===== src/design/rhc_pkg.sv =====
// Shared types and constants for the RGB to HSV pixel converter.
package rhc_pkg;

  localparam int CHAN_BITS = 8;
  localparam int HUE_BITS = 9;
  localparam int SAT_BITS = 8;
  localparam int NUM_BITS = 11;
  localparam int HUE_REM_BITS = 17;
  localparam int SAT_REM_BITS = 16;
  localparam int DIV_STAGES = HUE_BITS;

  localparam logic [1:0] SECTOR_RED = 2'd0;
  localparam logic [1:0] SECTOR_BLUE = 2'd1;
  localparam logic [1:0] SECTOR_GREEN = 2'd2;

  typedef struct packed {
    logic [CHAN_BITS-1:0] red;
    logic [CHAN_BITS-1:0] green;
    logic [CHAN_BITS-1:0] blue;
  } pixel_t;

  typedef struct packed {
    logic [HUE_BITS-1:0] hue;
    logic [SAT_BITS-1:0] saturation;
    logic [CHAN_BITS-1:0] brightness;
  } hsv_t;

  typedef struct packed {
    logic [HUE_REM_BITS-1:0] hue_rem;
    logic [SAT_REM_BITS-1:0] sat_rem;
    logic [CHAN_BITS-1:0] delta;
    logic [CHAN_BITS-1:0] mx;
    logic [HUE_BITS-1:0] hue_q;
    logic [SAT_BITS-1:0] sat_q;
    logic grey;
  } div_word_t;

endpackage


===== src/design/rgb_to_hsv_convert.sv =====
// Top level of the pipelined 8-bit RGB to HSV pixel converter.
//
// One pixel transaction enters on the pixel channel (pixel_valid, pixel_ready,
// pixel) and one HSV transaction leaves on the hsv channel (hsv_valid,
// hsv_ready, hsv) for every pixel, in the same order.
// The pipeline has twelve register stages: three for the channel max and min,
// the hue numerator and the constant products, then nine divider stages that
// each resolve one quotient bit of hue and, all but the first, one of saturation.
// Throughput is one pixel per cycle while the receiver does not stall; all stages advance together.
// When the receiver stalls a valid result, the whole pipeline holds and
// pixel_ready drops in the same cycle, so nothing is lost or repeated.
// Grey pixels bypass the quotient and give zero hue and saturation.
// A synchronous reset empties every stage; data registers are not cleared.
module rgb_to_hsv_convert
  import rhc_pkg::*;
(
  input  logic   clk,
  input  logic   rst,
  input  logic   pixel_valid,
  output logic   pixel_ready,
  input  pixel_t pixel,
  output logic   hsv_valid,
  input  logic   hsv_ready,
  output hsv_t   hsv
);

  logic advance;

  logic                 s1_valid;
  logic [CHAN_BITS-1:0] s1_mx;
  logic [CHAN_BITS-1:0] s1_mn;
  logic [CHAN_BITS-1:0] s1_red;
  logic [CHAN_BITS-1:0] s1_green;
  logic [CHAN_BITS-1:0] s1_blue;
  logic [1:0]           s1_sector;

  logic                 s2_valid;
  logic [CHAN_BITS-1:0] s2_mx;
  logic [CHAN_BITS-1:0] s2_delta;
  logic [NUM_BITS-1:0]  s2_num;

  logic      s3_valid;
  div_word_t s3;

  logic [CHAN_BITS-1:0] mx_next;
  logic [CHAN_BITS-1:0] mn_next;
  logic [1:0]           sector_next;
  logic [CHAN_BITS-1:0] delta_next;
  logic [NUM_BITS-1:0]  num_next;
  logic [NUM_BITS-1:0]  delta_wide;
  div_word_t            s3_next;

  logic      done_valid;
  div_word_t done;

  assign advance = !hsv_valid || hsv_ready;
  assign pixel_ready = advance;

  always_comb begin
    mx_next = (pixel.red > pixel.green) ? pixel.red : pixel.green;
    mx_next = (mx_next > pixel.blue) ? mx_next : pixel.blue;
    mn_next = (pixel.red < pixel.green) ? pixel.red : pixel.green;
    mn_next = (mn_next < pixel.blue) ? mn_next : pixel.blue;
    if (pixel.red == mn_next) begin
      sector_next = SECTOR_RED;
    end else if (pixel.blue == mn_next) begin
      sector_next = SECTOR_BLUE;
    end else begin
      sector_next = SECTOR_GREEN;
    end
  end

  always_comb begin
    delta_next = s1_mx - s1_mn;
    delta_wide = {{(NUM_BITS-CHAN_BITS){1'b0}}, delta_next};
    case (s1_sector)
      SECTOR_RED: begin
        num_next = (delta_wide << 1) + delta_wide
                   + {{(NUM_BITS-CHAN_BITS){1'b0}}, s1_blue}
                   - {{(NUM_BITS-CHAN_BITS){1'b0}}, s1_green};
      end
      SECTOR_BLUE: begin
        num_next = delta_wide
                   + {{(NUM_BITS-CHAN_BITS){1'b0}}, s1_green}
                   - {{(NUM_BITS-CHAN_BITS){1'b0}}, s1_red};
      end
      default: begin
        num_next = (delta_wide << 2) + delta_wide
                   + {{(NUM_BITS-CHAN_BITS){1'b0}}, s1_red}
                   - {{(NUM_BITS-CHAN_BITS){1'b0}}, s1_blue};
      end
    endcase
  end

  always_comb begin
    logic [HUE_REM_BITS-1:0] num_ext;
    logic [SAT_REM_BITS-1:0] delta_ext;
    num_ext = {{(HUE_REM_BITS-NUM_BITS){1'b0}}, s2_num};
    delta_ext = {{(SAT_REM_BITS-CHAN_BITS){1'b0}}, s2_delta};
    s3_next.hue_rem = (num_ext << 6) - (num_ext << 2);
    s3_next.sat_rem = (delta_ext << 8) - delta_ext;
    s3_next.delta = s2_delta;
    s3_next.mx = s2_mx;
    s3_next.hue_q = '0;
    s3_next.sat_q = '0;
    s3_next.grey = (s2_delta == '0);
  end

  always_ff @(posedge clk) begin
    if (rst) begin
      s1_valid <= 1'b0;
      s2_valid <= 1'b0;
      s3_valid <= 1'b0;
    end else if (advance) begin
      s1_valid <= pixel_valid;
      s2_valid <= s1_valid;
      s3_valid <= s2_valid;
    end
  end

  always_ff @(posedge clk) begin
    if (advance) begin
      s1_mx <= mx_next;
      s1_mn <= mn_next;
      s1_red <= pixel.red;
      s1_green <= pixel.green;
      s1_blue <= pixel.blue;
      s1_sector <= sector_next;
      s2_mx <= s1_mx;
      s2_delta <= delta_next;
      s2_num <= num_next;
      s3 <= s3_next;
    end
  end

  rhc_divider u_divider (
    .clk        (clk),
    .rst        (rst),
    .advance    (advance),
    .load_valid (s3_valid),
    .load       (s3),
    .done_valid (done_valid),
    .done       (done)
  );

  assign hsv_valid = done_valid;
  assign hsv.hue = done.grey ? '0 : done.hue_q;
  assign hsv.saturation = done.grey ? '0 : done.sat_q;
  assign hsv.brightness = done.mx;

endmodule


===== src/design/rhc_divider.sv =====
// Pipelined restoring divider: each stage gives a hue bit, all but the first a saturation bit.
module rhc_divider
  import rhc_pkg::*;
(
  input  logic      clk,
  input  logic      rst,
  input  logic      advance,
  input  logic      load_valid,
  input  div_word_t load,
  output logic      done_valid,
  output div_word_t done
);

  logic      stage_valid [DIV_STAGES];
  div_word_t stage       [DIV_STAGES];
  div_word_t stage_next  [DIV_STAGES];

  for (genvar j = 0; j < DIV_STAGES; j++) begin : g_stage
    localparam int BIT = DIV_STAGES - 1 - j;
    div_word_t prev;
    logic      prev_valid;
    logic [HUE_REM_BITS-1:0] hue_sub;

    if (j == 0) begin : g_first
      assign prev = load;
      assign prev_valid = load_valid;
    end else begin : g_rest
      assign prev = stage[j-1];
      assign prev_valid = stage_valid[j-1];
    end

    assign hue_sub = {{(HUE_REM_BITS-CHAN_BITS){1'b0}}, prev.delta} << BIT;

    if (BIT < SAT_BITS) begin : g_sat
      logic [SAT_REM_BITS-1:0] sat_sub;
      assign sat_sub = {{(SAT_REM_BITS-CHAN_BITS){1'b0}}, prev.mx} << BIT;
      always_comb begin
        stage_next[j] = prev;
        if (prev.hue_rem >= hue_sub) begin
          stage_next[j].hue_rem = prev.hue_rem - hue_sub;
          stage_next[j].hue_q[BIT] = 1'b1;
        end
        if (prev.sat_rem >= sat_sub) begin
          stage_next[j].sat_rem = prev.sat_rem - sat_sub;
          stage_next[j].sat_q[BIT] = 1'b1;
        end
      end
    end else begin : g_hue_only
      always_comb begin
        stage_next[j] = prev;
        if (prev.hue_rem >= hue_sub) begin
          stage_next[j].hue_rem = prev.hue_rem - hue_sub;
          stage_next[j].hue_q[BIT] = 1'b1;
        end
      end
    end

    always_ff @(posedge clk) begin
      if (rst) begin
        stage_valid[j] <= 1'b0;
      end else if (advance) begin
        stage_valid[j] <= prev_valid;
      end
    end

    always_ff @(posedge clk) begin
      if (advance) begin
        stage[j] <= stage_next[j];
      end
    end
  end

  assign done_valid = stage_valid[DIV_STAGES-1];
  assign done = stage[DIV_STAGES-1];

endmodule


===== config.mk =====
export PLATFORM = sky130hd
export DESIGN_NAME = rgb_to_hsv_convert
export DESIGN_NICKNAME = d
export VERILOG_FILES = /design/src/design/rhc_pkg.sv /design/src/design/rgb_to_hsv_convert.sv /design/src/design/rhc_divider.sv
export SDC_FILE = /design/constraint.sdc
export NUM_CORES = 1
export LEC_CHECK = 0
export ABC_AREA = 1
export BUFFER_PORTS_ARGS = -buffer_cell sky130_fd_sc_hd__buf_2
export CORE_MARGIN = 1.5
export CORE_UTILIZATION = 60
export DETAILED_ROUTE_END_ITERATION = 12
export GPL_TIMING_DRIVEN = 0
export PLACE_DENSITY = 0.84
export SLEW_MARGIN = 20
export SYNTH_ARGS = -nofsm -noshare
export SYNTH_HDL_FRONTEND = slang
export SYNTH_SLANG_ARGS = --single-unit

===== constraint.sdc =====
create_clock -name clk -period 77.4 [get_ports clk]
set_input_delay 23.22 -clock clk [delete_from_list [all_inputs] [get_ports clk]]
set_output_delay 23.22 -clock clk [all_outputs]
set_load 0.005 [all_outputs]

-- Word-level counts from Yosys, hierarchy flattened
Memory sizes are Yosys's and may differ from the RTL's.
Cells that the tools add are included.
- order comparisons: 21
- multiply operators: 0
- equal/unequal tests: 3
- shifts and indexed selects: 0
- reductions and logical operators: 4
- muxes and demuxes: 57
- $add $sub $neg: 28
- divide/modulo/power cells: 0
- bitwise logic cells: 9
- operator list (cell ; number):
    17-bit 2-to-1 mux ; 9
    16-bit 2-to-1 mux ; 8
    8-bit 2-to-1 mux ; 5
    17-bit by 13-bit subtractor with 17-bit output ; 2
    1-bit 2-to-1 mux ; 32
    16-bit by 8-bit subtractor with 16-bit output ; 2
    10-bit by 8-bit adder with 11-bit output ; 2
    11-bit case mux with 2 select lines ; 1
    11-bit by 8-bit subtractor with 11-bit output ; 2
    17-bit by 10-bit greater-or-equal comparator with 1-bit output ; 1
    17-bit by 11-bit greater-or-equal comparator with 1-bit output ; 1
    17-bit by 12-bit greater-or-equal comparator with 1-bit output ; 1
    17-bit by 13-bit greater-or-equal comparator with 1-bit output ; 1
    17-bit by 14-bit greater-or-equal comparator with 1-bit output ; 1
    17-bit by 15-bit greater-or-equal comparator with 1-bit output ; 1
    17-bit by 16-bit greater-or-equal comparator with 1-bit output ; 1
    17-bit by 8-bit greater-or-equal comparator with 1-bit output ; 1
    17-bit by 9-bit greater-or-equal comparator with 1-bit output ; 1
    17-bit by 10-bit subtractor with 17-bit output ; 1
    17-bit by 11-bit subtractor with 17-bit output ; 1
    17-bit by 12-bit subtractor with 17-bit output ; 1
    17-bit by 14-bit subtractor with 17-bit output ; 1
    17-bit by 15-bit subtractor with 17-bit output ; 1
    17-bit by 16-bit subtractor with 17-bit output ; 1
    other kinds (33) ; 44
- ROM bits: 0
- bits in latches: 0
- bits in writable memories: 612
- register bits after elaboration: 122
- input port bits: 28
- memories kept: 2
- output and inout bits: 27
- logic and storage cells: 141
- memories (name ; depth ; bits a word ; rd ports ; clocked after memory_dff ; wr ports ; RTL line ; source):
    u_divider.stage ; 9 ; 67 ; 9 ; 0 ; 9 ; rhc_divider.sv:15 ; div_word_t stage [DIV_STAGES];
    u_divider.stage_valid ; 9 ; 1 ; 9 ; 0 ; 9 ; rhc_divider.sv:14 ; logic stage_valid [DIV_STAGES];

-- Longest topological paths before layout
An unclocked memory read counts as a cell.
- depth in word-level cells: 7
- mapped depth: 27
- mapped depth without buffers: 26

-- Modules after synthesis
Synthesis repeated with hierarchy kept, for this count alone.
- cells, all modules: 4089
- area total of the unflattened synthesis: 39650.5 sq um
- by module, submodules not included (module ; cells an instance ; instances ; area each (sq um) ; seq. area each (sq um)):
    rhc_divider ; 3236 ; 1 ; 31506.5 ; 18377.6
    rgb_to_hsv_convert ; 853 ; 1 ; 8144.1 ; 3543.4

-- Worst setup path after synthesis
Ideal clock, no wire load.
- kind: in2out
- start point: input port hsv_ready
- end point: output port pixel_ready
- path slack: 19.705 ns
- stages: 2
- arrival: 34.475 ns
- path through: nor2_1 -> inv_1
- word-level cells in the longest chain between the ends: 1
- ends and longest elaborated chain (item ; RTL line ; source):
    start: declaration ; rgb_to_hsv_convert.sv:23 ; input logic hsv_ready,
    1-bit logical OR ; rgb_to_hsv_convert.sv:56 ; assign advance = !hsv_valid || hsv_ready;
    end: declaration ; rgb_to_hsv_convert.sv:20 ; output logic pixel_ready,
No other way between the ends.

-- Worst setup path in the final report
Ends and elaborated chain as after synthesis.

==> reports/metrics.cfg <==
[outcome]
status=complete, no violations

[worst_setup_path]
end_kind=output pin
startpoint=hsv_ready
critPathMaxFanout=121
path_class=primary input to output pin
cp.arrival_ps=25450
rr_worst_depth=24
cp-endpoint=pixel_ready
r2r_slack_ps=72160
reg2reg_to=s2_num[10]
r2r_start=s1_mx[0]
critPathLaunchType=primary input
cp.required_ps=54180

[global_route]
grt-ovfl-total=0
grt_pass1_vias=20500
grtUsageTotal=0.225
grt_pass1_wl_mm=95.7
grt_max_degree=126
antenna_found_initial=0

[finish]
syn_to_final_growth_pct=10.6
nets=3151
register_area_sq_um=17800
final_util=0.676
antenna_cells=0
multi_input_area_sq_um=11000
fill_cells=3419
layout_commonest_cell=edfxtp_1
mostFrequentLayoutCells=592 x edfxtp_1, 462 x inv_1, 346 x nand2_1
drive_gt1_frac=0.0838

[drt]
drt-pass1-iter-count=5
wl_per_cell_um=16.4
vias=19900
viasPerCell=5.55
drc=0
finalWirelength_mm=58.8
drt_iter0_markers=1238
drtAntennaViolNets=0

[job]
drv_cap=0

[die]
die_y_um=230
coreArea_sq_um=50400
top_level_ports=55
rows=82
start_util=0.611
fp.dieW_um=230
die-area_sq_um=52700

[clock_tree]
cts_tree=yes
root_buffer=clkbuf_16
clk_path_buf_depth=3
clock_sinks=595
cts_resized=0
post_cts_buffers=0
clock_insertion_delay_worst_skew_ps=640
cts_buffers=58
ctsHoldBuffers=0
clkTransAtPathRegs_ps=60
h-tree-depth=2

[place]
gp_congestion=0.913
dp_hpwl_mm=41.4
port_buffers=54

[sta]
grt_setup_unrepaired=false
hold_viol_final=0
setup_viol_count_final=0
worstMarginPinSlew_ps=1050
period_share=0.629
post-route-min-period_ps=48670
clock_skew_ps=46.6
max_freq_ghz=0.0205
relSlewSlack=0.300
maxSlewViolCount=0
fin_setup_tns_ps=0

[logic_synthesis]
synth.yosys.seq_area_share=0.579
ys_async_sr_fraction=0
synth_cells=2742
syn_area_sq_um=30800
synth-seq-cells=595
synth_edf_count=592
synth_top_flop_cell=edfxtp_1
syn_nets=3032
yosys_warnings=0
ys_types=65
syn_area_per_cell_sq_um=11.2

[hold_path]
min_path_type=register to register
hold_depth=0

## kinds of logic (layout without fill, tap and decap cells)
kind of cell             count (synthesis)  count (layout)  share of synthesized area
AO/OA/AOI/OAI                          422             422                     0.0782
buffers and inverters                  503             672                     0.0645
AND/OR/NAND/NOR                        802             802                      0.114
flip-flops                             595             595                      0.579
XOR/XNOR                               155             155                     0.0441
adder cells (fa/ha/maj)                262             262                      0.118
multiplexers                             3               3                    0.00110
## worst min path at each step
stage | start | end | slack [ps]
floorplan | s2_mx[0] | s3[18] | 400
global placement | u_divider.stage[0][208] | u_divider.stage[0][275] | 400
detailed placement | s3[21] | u_divider.stage[0][21] | 400
CTS | u_divider.stage[0][75] | u_divider.stage[0][142] | 390
global route | u_divider.stage[0][75] | u_divider.stage[0][142] | 400
finish | u_divider.stage[0][75] | u_divider.stage[0][142] | 380
## synth_stat cells (4+ instances only)
library cell  number  area (sq um)
nor3_1            34           170
nor3_2             6          60.1
xnor2_1           60           526
a211oi_1           6          45.0
o22ai_1            9          56.3
inv_2              5          18.8
clkbuf_1          11          41.3
nand3b_1           7          52.6
nand3_2            4          40.0
o21ai_1           13          65.1
edfxtp_1         592         17800
buf_2              8          40.0
nor4_1            22           138
o221ai_1           6          52.6
o211ai_1           5          37.5
inv_1            463          1740
a21oi_1          186           931
o31ai_1            5          37.5
o21ai_2           10          87.6
nor2_1           233           875
nand2_2           12          75.1
and2_1             5          31.3
o21bai_1           7          52.6
o21ai_0          127           636
a21o_1             7          52.6
fa_1              49           981
o2111ai_1          5          43.8
nand3_1           86           430
ha_1             213          2670
nand4_1           17           106
or2_2             11          68.8
xor2_1            95           832
nand2_1          346          1300
nor2_2             4          25.0
buf_4             12          90.1
o21a_1             4          30.0
a31oi_1            9          56.3
## critical path: stages
cell	delay, ps
buf_2	100
nor2_1	790
inv_8	280
buf_16	380
buf_16	360
buf_2	220
## through the flow
stage | cell area [sq um] | worst slack, ps | instances | hold slack (ps)
2_1_floorplan | 30800 | 19710 | 2742 | 400
4_1_cts | 34000 | 28740 | 3583 | 389
3_3_place_gp | 31900 | 14630 | 3468 | 400
6_report | 34100 | 28730 | 3583 | 379
3_5_place_dp | 32000 | 28760 | 3473 | 405
5_1_grt | 34100 | 28600 | 3583 | 400
## cell type report
type | instances | share of cell area
Buffer | 35 | 0.00672
Tap cell | 672 | 0.0247
Inverter | 468 | 0.0518
Multi-Input combinational cell | 1644 | 0.322
Clock inverter | 38 | 0.0143
Clock buffer | 72 | 0.0448
Sequential cell | 595 | 0.524
Timing Repair Buffer | 59 | 0.0120
## state kept, by name (all words and copies together), names as in the netlist
| register | cells |
|---|---|
| s1_sector | 2 |
| s2_mx | 8 |
| s1_mn | 8 |
| s1_green | 8 |
| s3_valid | 1 |
| u_divider.stage_valid | 9 |
| s1_valid | 1 |
| s2_delta | 8 |
| s2_valid | 1 |
| s1_red | 8 |
| s2_num | 11 |
| s1_mx | 8 |
| u_divider.stage | 467 |
| s1_blue | 8 |
| s3 | 47 |
## layer usage
| layer | vias to the layer above | track usage | routed length, um |
|---|---|---|---|
| li1 | 9646 | - | - |
| met1 | 9443 | 0.235 | 21800 |
| met2 | 608 | 0.434 | 31700 |
| met3 | 183 | 0.0354 | 2580 |
| met4 | 0 | 0.108 | 2650 |
| met5 | - | 0 | 0 |
Power is not shown: default switching activity piles up to over one toggle a cycle in this logic, so the estimate is an artifact.
